===== config.mk =====
export PLATFORM = sky130hd
export DESIGN_NAME = cpu_range_list_membership_parser
export DESIGN_NICKNAME = d
export VERILOG_FILES = /design/src/rtl/crl_pkg.sv /design/src/rtl/crl_byte_stage.sv /design/src/rtl/crl_close_stage.sv /design/src/rtl/cpu_range_list_membership_parser.sv
export SDC_FILE = /design/constraint.sdc
export NUM_CORES = 1
export LEC_CHECK = 0
export BUFFER_PORTS_ARGS = -buffer_cell sky130_fd_sc_hd__buf_2
export CORE_UTILIZATION = 40
export DETAILED_ROUTE_END_ITERATION = 6
export PLACE_DENSITY = 0.57
export SKIP_CTS_REPAIR_TIMING = 1
export SYNTH_ARGS = -nofsm -noshare
export SYNTH_HDL_FRONTEND = slang
export SYNTH_HIERARCHICAL = 1
export SYNTH_SLANG_ARGS = --single-unit

===== constraint.sdc =====
create_clock -name i_clk -period 12.8 [get_ports i_clk]
set_input_delay 0.64 -clock i_clk [delete_from_list [all_inputs] [get_ports i_clk]]
set_output_delay 0.64 -clock i_clk [all_outputs]
set_load 0.005 [all_outputs]

===== src/rtl/crl_pkg.sv =====
`default_nettype none

package crl_pkg;

    // width of one parsed number
    localparam int VALUE_BITS = 32;
    // width of the queried cpu register
    localparam int CFG_W = 32;
    // common width for comparing numbers against the queried cpu
    localparam int CMP_W = (VALUE_BITS > CFG_W) ? VALUE_BITS : CFG_W;
    // accumulator width with room for the times-ten step
    localparam int PROD_W = VALUE_BITS + 4;

    localparam logic [7:0] CH_0     = 8'h30;
    localparam logic [7:0] CH_9     = 8'h39;
    localparam logic [7:0] CH_DASH  = 8'h2d;
    localparam logic [7:0] CH_COMMA = 8'h2c;
    localparam logic [7:0] CH_NL    = 8'h0a;

    typedef enum logic [1:0] {
        PH_RANGE_FIRST,
        PH_IN_START,
        PH_END_FIRST,
        PH_IN_END
    } t_phase;

    typedef struct packed {
        logic [7:0] char_code;
        logic       is_last;
    } t_in_word;

    typedef struct packed {
        logic contains;
        logic malformed;
    } t_out_word;

    // parser state as it stands after the final byte of a list
    typedef struct packed {
        t_phase                  phase;
        logic [VALUE_BITS-1:0]   acc;
        logic [VALUE_BITS-1:0]   range_start;
        logic [VALUE_BITS-1:0]   prev_end;
        logic                    have_prev;
        logic                    found;
        logic                    error;
    } t_snap;

    typedef struct packed {
        logic                  bad;
        logic                  hit;
        logic [VALUE_BITS-1:0] hi;
    } t_close;

    // closes the range in progress: grammar, order and membership checks
    function automatic t_close close_range(
        input t_phase                phase,
        input logic [VALUE_BITS-1:0] acc,
        input logic [VALUE_BITS-1:0] range_start,
        input logic [VALUE_BITS-1:0] prev_end,
        input logic                  have_prev,
        input logic [CFG_W-1:0]      q
    );
        t_close                r;
        logic [VALUE_BITS-1:0] lo;
        logic [CMP_W-1:0]      lo_x;
        logic [CMP_W-1:0]      hi_x;
        logic [CMP_W-1:0]      q_x;
        lo   = (phase == PH_IN_END) ? range_start : acc;
        lo_x = CMP_W'(lo);
        hi_x = CMP_W'(acc);
        q_x  = CMP_W'(q);
        r.hi  = acc;
        r.bad = !(phase == PH_IN_START || phase == PH_IN_END)
                || (acc < lo)
                || (have_prev && (lo <= prev_end));
        r.hit = (q_x >= lo_x) && (q_x <= hi_x);
        return r;
    endfunction

endpackage

`default_nettype wire


===== src/rtl/crl_byte_stage.sv =====
`default_nettype none

module crl_byte_stage (
    input  wire logic                  i_clk,
    input  wire logic                  i_rst_n,
    input  wire logic                  i_valid,
    output logic                       o_ready,
    input  wire crl_pkg::t_in_word     i_word,
    input  wire logic [crl_pkg::CFG_W-1:0] i_queried_cpu,
    output logic                       o_snap_valid,
    input  wire logic                  i_snap_ready,
    output crl_pkg::t_snap             o_snap
);
    import crl_pkg::*;

    t_phase                r_phase, n_phase;
    logic [VALUE_BITS-1:0] r_acc, n_acc;
    logic [VALUE_BITS-1:0] r_start, n_start;
    logic [VALUE_BITS-1:0] r_prev, n_prev;
    logic                  r_have_prev, n_have_prev;
    logic                  r_found, n_found;
    logic                  r_err, n_err;
    logic                  r_snap_vld;
    t_snap                 r_snap;

    logic                  accept;
    logic                  is_digit;
    logic [3:0]            digit;
    logic [PROD_W-1:0]     acc_x;
    logic [PROD_W-1:0]     prod;
    logic                  ovf;
    t_close                cl;

    assign o_ready      = !r_snap_vld || i_snap_ready;
    assign accept       = i_valid && o_ready;
    assign o_snap_valid = r_snap_vld;
    assign o_snap       = r_snap;

    assign is_digit = (i_word.char_code >= CH_0) && (i_word.char_code <= CH_9);
    assign digit    = 4'(i_word.char_code - CH_0);

    // acc * 10 + d as two shifted adds, carry-out bits flag overflow
    assign acc_x = PROD_W'(r_acc);
    assign prod  = (acc_x << 3) + (acc_x << 1) + PROD_W'(digit);
    assign ovf   = |prod[PROD_W-1:VALUE_BITS];

    assign cl = close_range(r_phase, r_acc, r_start, r_prev, r_have_prev, i_queried_cpu);

    always_comb begin
        n_phase     = r_phase;
        n_acc       = r_acc;
        n_start     = r_start;
        n_prev      = r_prev;
        n_have_prev = r_have_prev;
        n_found     = r_found;
        n_err       = r_err;
        if (!r_err) begin
            if (is_digit) begin
                case (r_phase)
                    PH_RANGE_FIRST: begin
                        n_acc   = VALUE_BITS'(digit);
                        n_phase = PH_IN_START;
                    end
                    PH_END_FIRST: begin
                        n_acc   = VALUE_BITS'(digit);
                        n_phase = PH_IN_END;
                    end
                    default: begin
                        if (ovf) begin
                            n_err = 1'b1;
                        end else begin
                            n_acc = prod[VALUE_BITS-1:0];
                        end
                    end
                endcase
            end else if (i_word.char_code == CH_DASH) begin
                if (r_phase == PH_IN_START) begin
                    n_start = r_acc;
                    n_acc   = '0;
                    n_phase = PH_END_FIRST;
                end else begin
                    n_err = 1'b1;
                end
            end else if (i_word.char_code == CH_COMMA) begin
                if (cl.bad) begin
                    n_err = 1'b1;
                end else begin
                    n_have_prev = 1'b1;
                    n_prev      = cl.hi;
                    n_found     = r_found || cl.hit;
                end
                n_acc   = '0;
                n_phase = PH_RANGE_FIRST;
            end else if (i_word.char_code == CH_NL && i_word.is_last) begin
                // end of text, final range is closed downstream
            end else begin
                n_err = 1'b1;
            end
        end
    end

    always_ff @(posedge i_clk) begin
        if (!i_rst_n) begin
            r_phase     <= PH_RANGE_FIRST;
            r_acc       <= '0;
            r_start     <= '0;
            r_prev      <= '0;
            r_have_prev <= 1'b0;
            r_found     <= 1'b0;
            r_err       <= 1'b0;
            r_snap_vld  <= 1'b0;
        end else begin
            if (accept && i_word.is_last) begin
                r_snap_vld <= 1'b1;
            end else if (i_snap_ready) begin
                r_snap_vld <= 1'b0;
            end
            if (accept) begin
                if (i_word.is_last) begin
                    r_phase     <= PH_RANGE_FIRST;
                    r_acc       <= '0;
                    r_start     <= '0;
                    r_prev      <= '0;
                    r_have_prev <= 1'b0;
                    r_found     <= 1'b0;
                    r_err       <= 1'b0;
                end else begin
                    r_phase     <= n_phase;
                    r_acc       <= n_acc;
                    r_start     <= n_start;
                    r_prev      <= n_prev;
                    r_have_prev <= n_have_prev;
                    r_found     <= n_found;
                    r_err       <= n_err;
                end
            end
        end
    end

    // snapshot payload, no reset needed
    always_ff @(posedge i_clk) begin
        if (accept && i_word.is_last) begin
            r_snap.phase       <= n_phase;
            r_snap.acc         <= n_acc;
            r_snap.range_start <= n_start;
            r_snap.prev_end    <= n_prev;
            r_snap.have_prev   <= n_have_prev;
            r_snap.found       <= n_found;
            r_snap.error       <= n_err;
        end
    end

    a_clear_after_last: assert property (@(posedge i_clk) disable iff (!i_rst_n)
        (accept && i_word.is_last) |=>
            (r_phase == PH_RANGE_FIRST && !r_err && !r_have_prev && !r_found))
        else $error("list state not cleared after last word");

    a_snap_kept: assert property (@(posedge i_clk) disable iff (!i_rst_n)
        (r_snap_vld && !i_snap_ready) |=> (r_snap_vld && $stable(r_snap)))
        else $error("pending list end lost");

    a_dash_clears_acc: assert property (@(posedge i_clk) disable iff (!i_rst_n)
        (r_phase == PH_END_FIRST) |-> (r_acc == '0))
        else $error("accumulator not cleared after dash");

    a_error_sticky: assert property (@(posedge i_clk) disable iff (!i_rst_n)
        (r_err && !(accept && i_word.is_last)) |=> r_err)
        else $error("error flag dropped inside a list");

endmodule

`default_nettype wire


===== src/rtl/crl_close_stage.sv =====
`default_nettype none

module crl_close_stage (
    input  wire logic                      i_clk,
    input  wire logic                      i_rst_n,
    input  wire logic                      i_snap_valid,
    output logic                           o_snap_ready,
    input  wire crl_pkg::t_snap            i_snap,
    input  wire logic [crl_pkg::CFG_W-1:0] i_queried_cpu,
    output logic                           o_valid,
    input  wire logic                      i_ready,
    output crl_pkg::t_out_word             o_word
);
    import crl_pkg::*;

    logic      r_out_vld;
    t_out_word r_out;
    t_out_word n_out;
    t_close    cl;
    logic      err;
    logic      found;
    logic      take;

    assign o_snap_ready = !r_out_vld || i_ready;
    assign take         = i_snap_valid && o_snap_ready;
    assign o_valid      = r_out_vld;
    assign o_word       = r_out;

    assign cl = close_range(i_snap.phase, i_snap.acc, i_snap.range_start,
                            i_snap.prev_end, i_snap.have_prev, i_queried_cpu);

    always_comb begin
        err             = i_snap.error || cl.bad;
        found           = i_snap.found || cl.hit;
        n_out.malformed = err;
        n_out.contains  = found && !err;
    end

    always_ff @(posedge i_clk) begin
        if (!i_rst_n) begin
            r_out_vld <= 1'b0;
        end else if (take) begin
            r_out_vld <= 1'b1;
        end else if (i_ready) begin
            r_out_vld <= 1'b0;
        end
    end

    always_ff @(posedge i_clk) begin
        if (take) begin
            r_out <= n_out;
        end
    end

    a_no_both: assert property (@(posedge i_clk) disable iff (!i_rst_n)
        r_out_vld |-> !(r_out.contains && r_out.malformed))
        else $error("contains set on a malformed list");

    a_take_shows: assert property (@(posedge i_clk) disable iff (!i_rst_n)
        take |=> r_out_vld)
        else $error("closed list did not reach the result register");

    a_out_kept: assert property (@(posedge i_clk) disable iff (!i_rst_n)
        (r_out_vld && !i_ready) |=> (r_out_vld && $stable(r_out)))
        else $error("stalled result word changed or dropped");

endmodule

`default_nettype wire


===== src/rtl/cpu_range_list_membership_parser.sv =====
`default_nettype none

// channel   direction  handshake                    payload
// in        input      i_in_valid / o_in_ready      i_in_word  (char_code, is_last)
// out       output     o_out_valid / i_out_ready    o_out_word (contains, malformed)
// cfg       input      i_cfg_we, no wait            i_cfg_wdata (queried cpu)
//
// one word accepted per cycle unless input is blocked; parse state updates in that cycle
// a last word gives its result through the list end register and then the result
// register; other words give no result
// the final range check (grammar, order, end not below start, membership) runs on the
// registered list end, so the digit accumulate never chains into the compares
// reset is synchronous, active low, and clears parse state, flags and the cpu number
// a stalled result blocks input only when a second list end is already waiting

module cpu_range_list_membership_parser (
    input  wire logic                      i_clk,
    input  wire logic                      i_rst_n,
    input  wire logic                      i_in_valid,
    output logic                           o_in_ready,
    input  wire crl_pkg::t_in_word         i_in_word,
    output logic                           o_out_valid,
    input  wire logic                      i_out_ready,
    output crl_pkg::t_out_word             o_out_word,
    input  wire logic                      i_cfg_we,
    input  wire logic [crl_pkg::CFG_W-1:0] i_cfg_wdata
);
    import crl_pkg::*;

    // cpu number under test, kept across lists
    logic [CFG_W-1:0] r_queried_cpu;

    // list end handed from the byte parser to the closing stage
    logic  snap_valid;
    logic  snap_ready;
    t_snap snap;

    always_ff @(posedge i_clk) begin
        if (!i_rst_n) begin
            r_queried_cpu <= '0;
        end else if (i_cfg_we) begin
            r_queried_cpu <= i_cfg_wdata;
        end
    end

    // per-byte grammar, digit accumulate and comma range close
    crl_byte_stage u_byte (
        .i_clk         (i_clk),
        .i_rst_n       (i_rst_n),
        .i_valid       (i_in_valid),
        .o_ready       (o_in_ready),
        .i_word        (i_in_word),
        .i_queried_cpu (r_queried_cpu),
        .o_snap_valid  (snap_valid),
        .i_snap_ready  (snap_ready),
        .o_snap        (snap)
    );

    // close of the last range and result register
    crl_close_stage u_close (
        .i_clk         (i_clk),
        .i_rst_n       (i_rst_n),
        .i_snap_valid  (snap_valid),
        .o_snap_ready  (snap_ready),
        .i_snap        (snap),
        .i_queried_cpu (r_queried_cpu),
        .o_valid       (o_out_valid),
        .i_ready       (i_out_ready),
        .o_word        (o_out_word)
    );

endmodule

`default_nettype wire


==> impl_metrics.toml <==
[clock_network]
clkTransAtPathRegs_ns = 0.06
insertion_delay_ns = 0.59
clockRootBuffer = "clkbuf_16"
cts.path.max_buffers = 3
h-tree-depth = 1
clock-sinks = 238
cts_tree = "yes"
cts_buffers = 29

[logic_synthesis]
yosys_most_used_dff = "dfxtp_1"
synth_xor_area_frac = 0.0108
synth_top_area_frac = 0.209
syn_inst = 1986
synth_top_cell_by_area = "ha_1"
synth_top_family_by_area = "adder cells"
ys_ff_latch = 238
synth_mux_area_frac = 0.0767
synth_simple_gate_area_frac = 0.124
synth_compound_area_frac = 0.202
yosys-top-cells-area = "ha_1 (21%), edfxtp_1 (17%), dfxtp_1 (14%)"
netlist_area_sq_mm = 0.0187
netlist-cell-type-count = 81
async_flop_share = 0
avgSynthCellArea_sq_um = 9.41
syn_nets = 2346
synth_enable_flop_cells = 103
synth_fa_ha_area_frac = 0.212
seq_area_frac_synth = 0.310
synth_warnings = 6

[power]
vdd_drop_max_uv = 97.2
p_per_area_mw_per_mm2 = 90.8
p_leak_nw = 8.95

[timing]
rsz0062_at_grt = "false"
fin_skew_ns = 0.0398
slew_headroom = 0.150
drv_slew = 0
whs_ns = 0.317
fin_tns_setup_ns = 0
setup_viol = 0
fmax_mhz = 184
worst_pin_slew_ns = 1.24
layout_min_cycle_time_ns = 5.44
finalCritPeriodShare = 0.425
hold_viol = 0

[global_routing]
grt_max_degree = 77
grt_pass1_vias = 14916
grt_pass1_wl_mm = 89.0
grtUsageTotal = 0.245
globalRouteOverflowTotal = 0
antenna_found_initial = 2

[floorplanning]
core_area_sq_mm = 0.0458
pin_count = 50
die_area_sq_mm = 0.0476
floorplan.initialDensity = 0.408
die_w_um = 218
row_count = 78
fp.dieH_um = 218

[place]
io_buffers = 49
dpl.hpwl_mm = 46.2
place_congestion = 0.948

[worst_setup_path]
end_kind = "register"
arrival_ns = 5.70
critPathMaxFanout = 44
start_kind = "register"
critPathLaunch = "u_byte/r_acc[2]$_SDFFE_PN0P_"
path_class = "register to register"
required_ns = 13.06
reg2reg_from = "u_byte/r_acc[2]$_SDFFE_PN0P_"

[flow_run]
cap_violations = 0

[finish]
area_growth_syn_to_layout_pct = 9.19
final_cell_mix = "ha_1 (312), inv_1 (216), dfxtp_1 (135), nand2_1 (118), edfxtp_1 (103)"
drive_above_1_share = 0.112
fin_nets = 2369
final_common_cell = "ha_1"
fin_util = 0.446
antenna_cells = 0

[route]
vias = 15463
drtPass1Iterations = 6
wl_mm = 58.7
first_iter_violations = 1242
ant_nets = 0
wl_per_cell_um = 22.3
drc = 0
viasPerCell = 5.88

[outcome]
status = "finished clean"

[worst_hold_path]
hold_path_class = "input port to register"
min_from = "i_cfg_wdata[17]"
[per-layer routing]
metal | part of all wire | up-vias | GRT usage | wire (um)
li1 | - | 7429 | - | -
met1 | 0.49 | 7465 | 0.359 | 28700
met2 | 0.41 | 489 | 0.363 | 24300
met3 | 0.073 | 80 | 0.0444 | 4300
met4 | 0.025 | 0 | 0.0718 | 1440
met5 | 0 | - | 0 | 0
[stage by stage]
| step | total power, mW | setup WS [ns] | cell area, sq um | std cells |
|---|---|---|---|---|
| 2_1_floorplan | 0.962 | 8.61 | 18700 | 1986 |
| 3_3_place_gp | 1.02 | 7.53 | 19400 | 2578 |
| 3_5_place_dp | 1.03 | 7.36 | 19400 | 2578 |
| 4_1_cts | 1.87 | 7.45 | 20400 | 2631 |
| 5_1_grt | 1.92 | 7.13 | 20400 | 2631 |
| 6_report | 1.85 | 7.36 | 20400 | 2631 |
[worst paths after layout]
path / cells past startpoint / slack, ns / to
max reg2reg: 12 / 7.36 / u_byte/o_snap[89]$_DFFE_PP_
min reg2reg: 2 / 0.47 / u_byte/r_found$_SDFFE_PN0P_
max: 12 / 7.36 / u_byte/o_snap[89]$_DFFE_PP_
min: 3 / 0.32 / r_queried_cpu[17]$_SDFFE_PN0P_
[report_power, final]
part	internal, mW	leakage, nW	total, mW	switching, mW
clock	0.487	0.468	0.836	0.348
combinational	0.0747	6.38	0.179	0.104
sequential	0.807	2.10	0.837	0.0299
[logic make-up after synthesis]
group	count (synthesis)
buffers and inverters	289
and+or+nand+nor	453
AOI/OAI and AO/OA	534
adders and majority gates	316
xor gates and xnor gates	23
DFF	238
muxes	133
[registers in the layout (all words and copies together), names as in the netlist]
register             cells
u_byte/r_acc            32
u_byte/o_snap_valid      1
u_byte/r_start          32
u_close/o_valid          1
u_byte/r_found           1
u_byte/r_err             1
u_byte/r_prev           32
u_byte/r_phase           2
u_byte/r_have_prev       1
u_close/o_word           2
u_byte/o_snap          101
r_queried_cpu           32
[synth_stat cells, types with 31 or more instances]
| cell | instances |
|---|---|
| o21ai_0 | 86 |
| nand4_1 | 50 |
| a22oi_1 | 35 |
| dfxtp_1 | 135 |
| a21oi_1 | 99 |
| inv_1 | 217 |
| nor2b_1 | 77 |
| nand2_1 | 119 |
| a21o_1 | 60 |
| ha_1 | 312 |
| clkbuf_1 | 52 |
| nor2_1 | 78 |
| a22o_1 | 45 |
| edfxtp_1 | 103 |
| nand3_1 | 31 |
| mux2_2 | 79 |
| mux2i_1 | 53 |
[critical path: stages, from the launching register on]
cell,delay [ns]
dfxtp_1,0.52
inv_1,0.20
fa_1,0.53
fa_1,0.48
nand2b_1,0.22
a211oi_2,0.34
o2111ai_4,0.18
a211oi_2,0.44
o211a_1,0.22
o21ai_1,0.20
a2111oi_4,0.65
o21a_2,0.90
o22ai_1,0.17
[final cells by class]
class                      instances  area, sq um
fill                            4441        25400
multi-input combinational       1459        11700
sequential                       238         5800
inverter                         217          817
clock buffer                      33          761
tap                              600          751
timing repair buffer              64          358
clock inverter                    20          199
No activity file was read; power rests on OpenSTA's default activity.
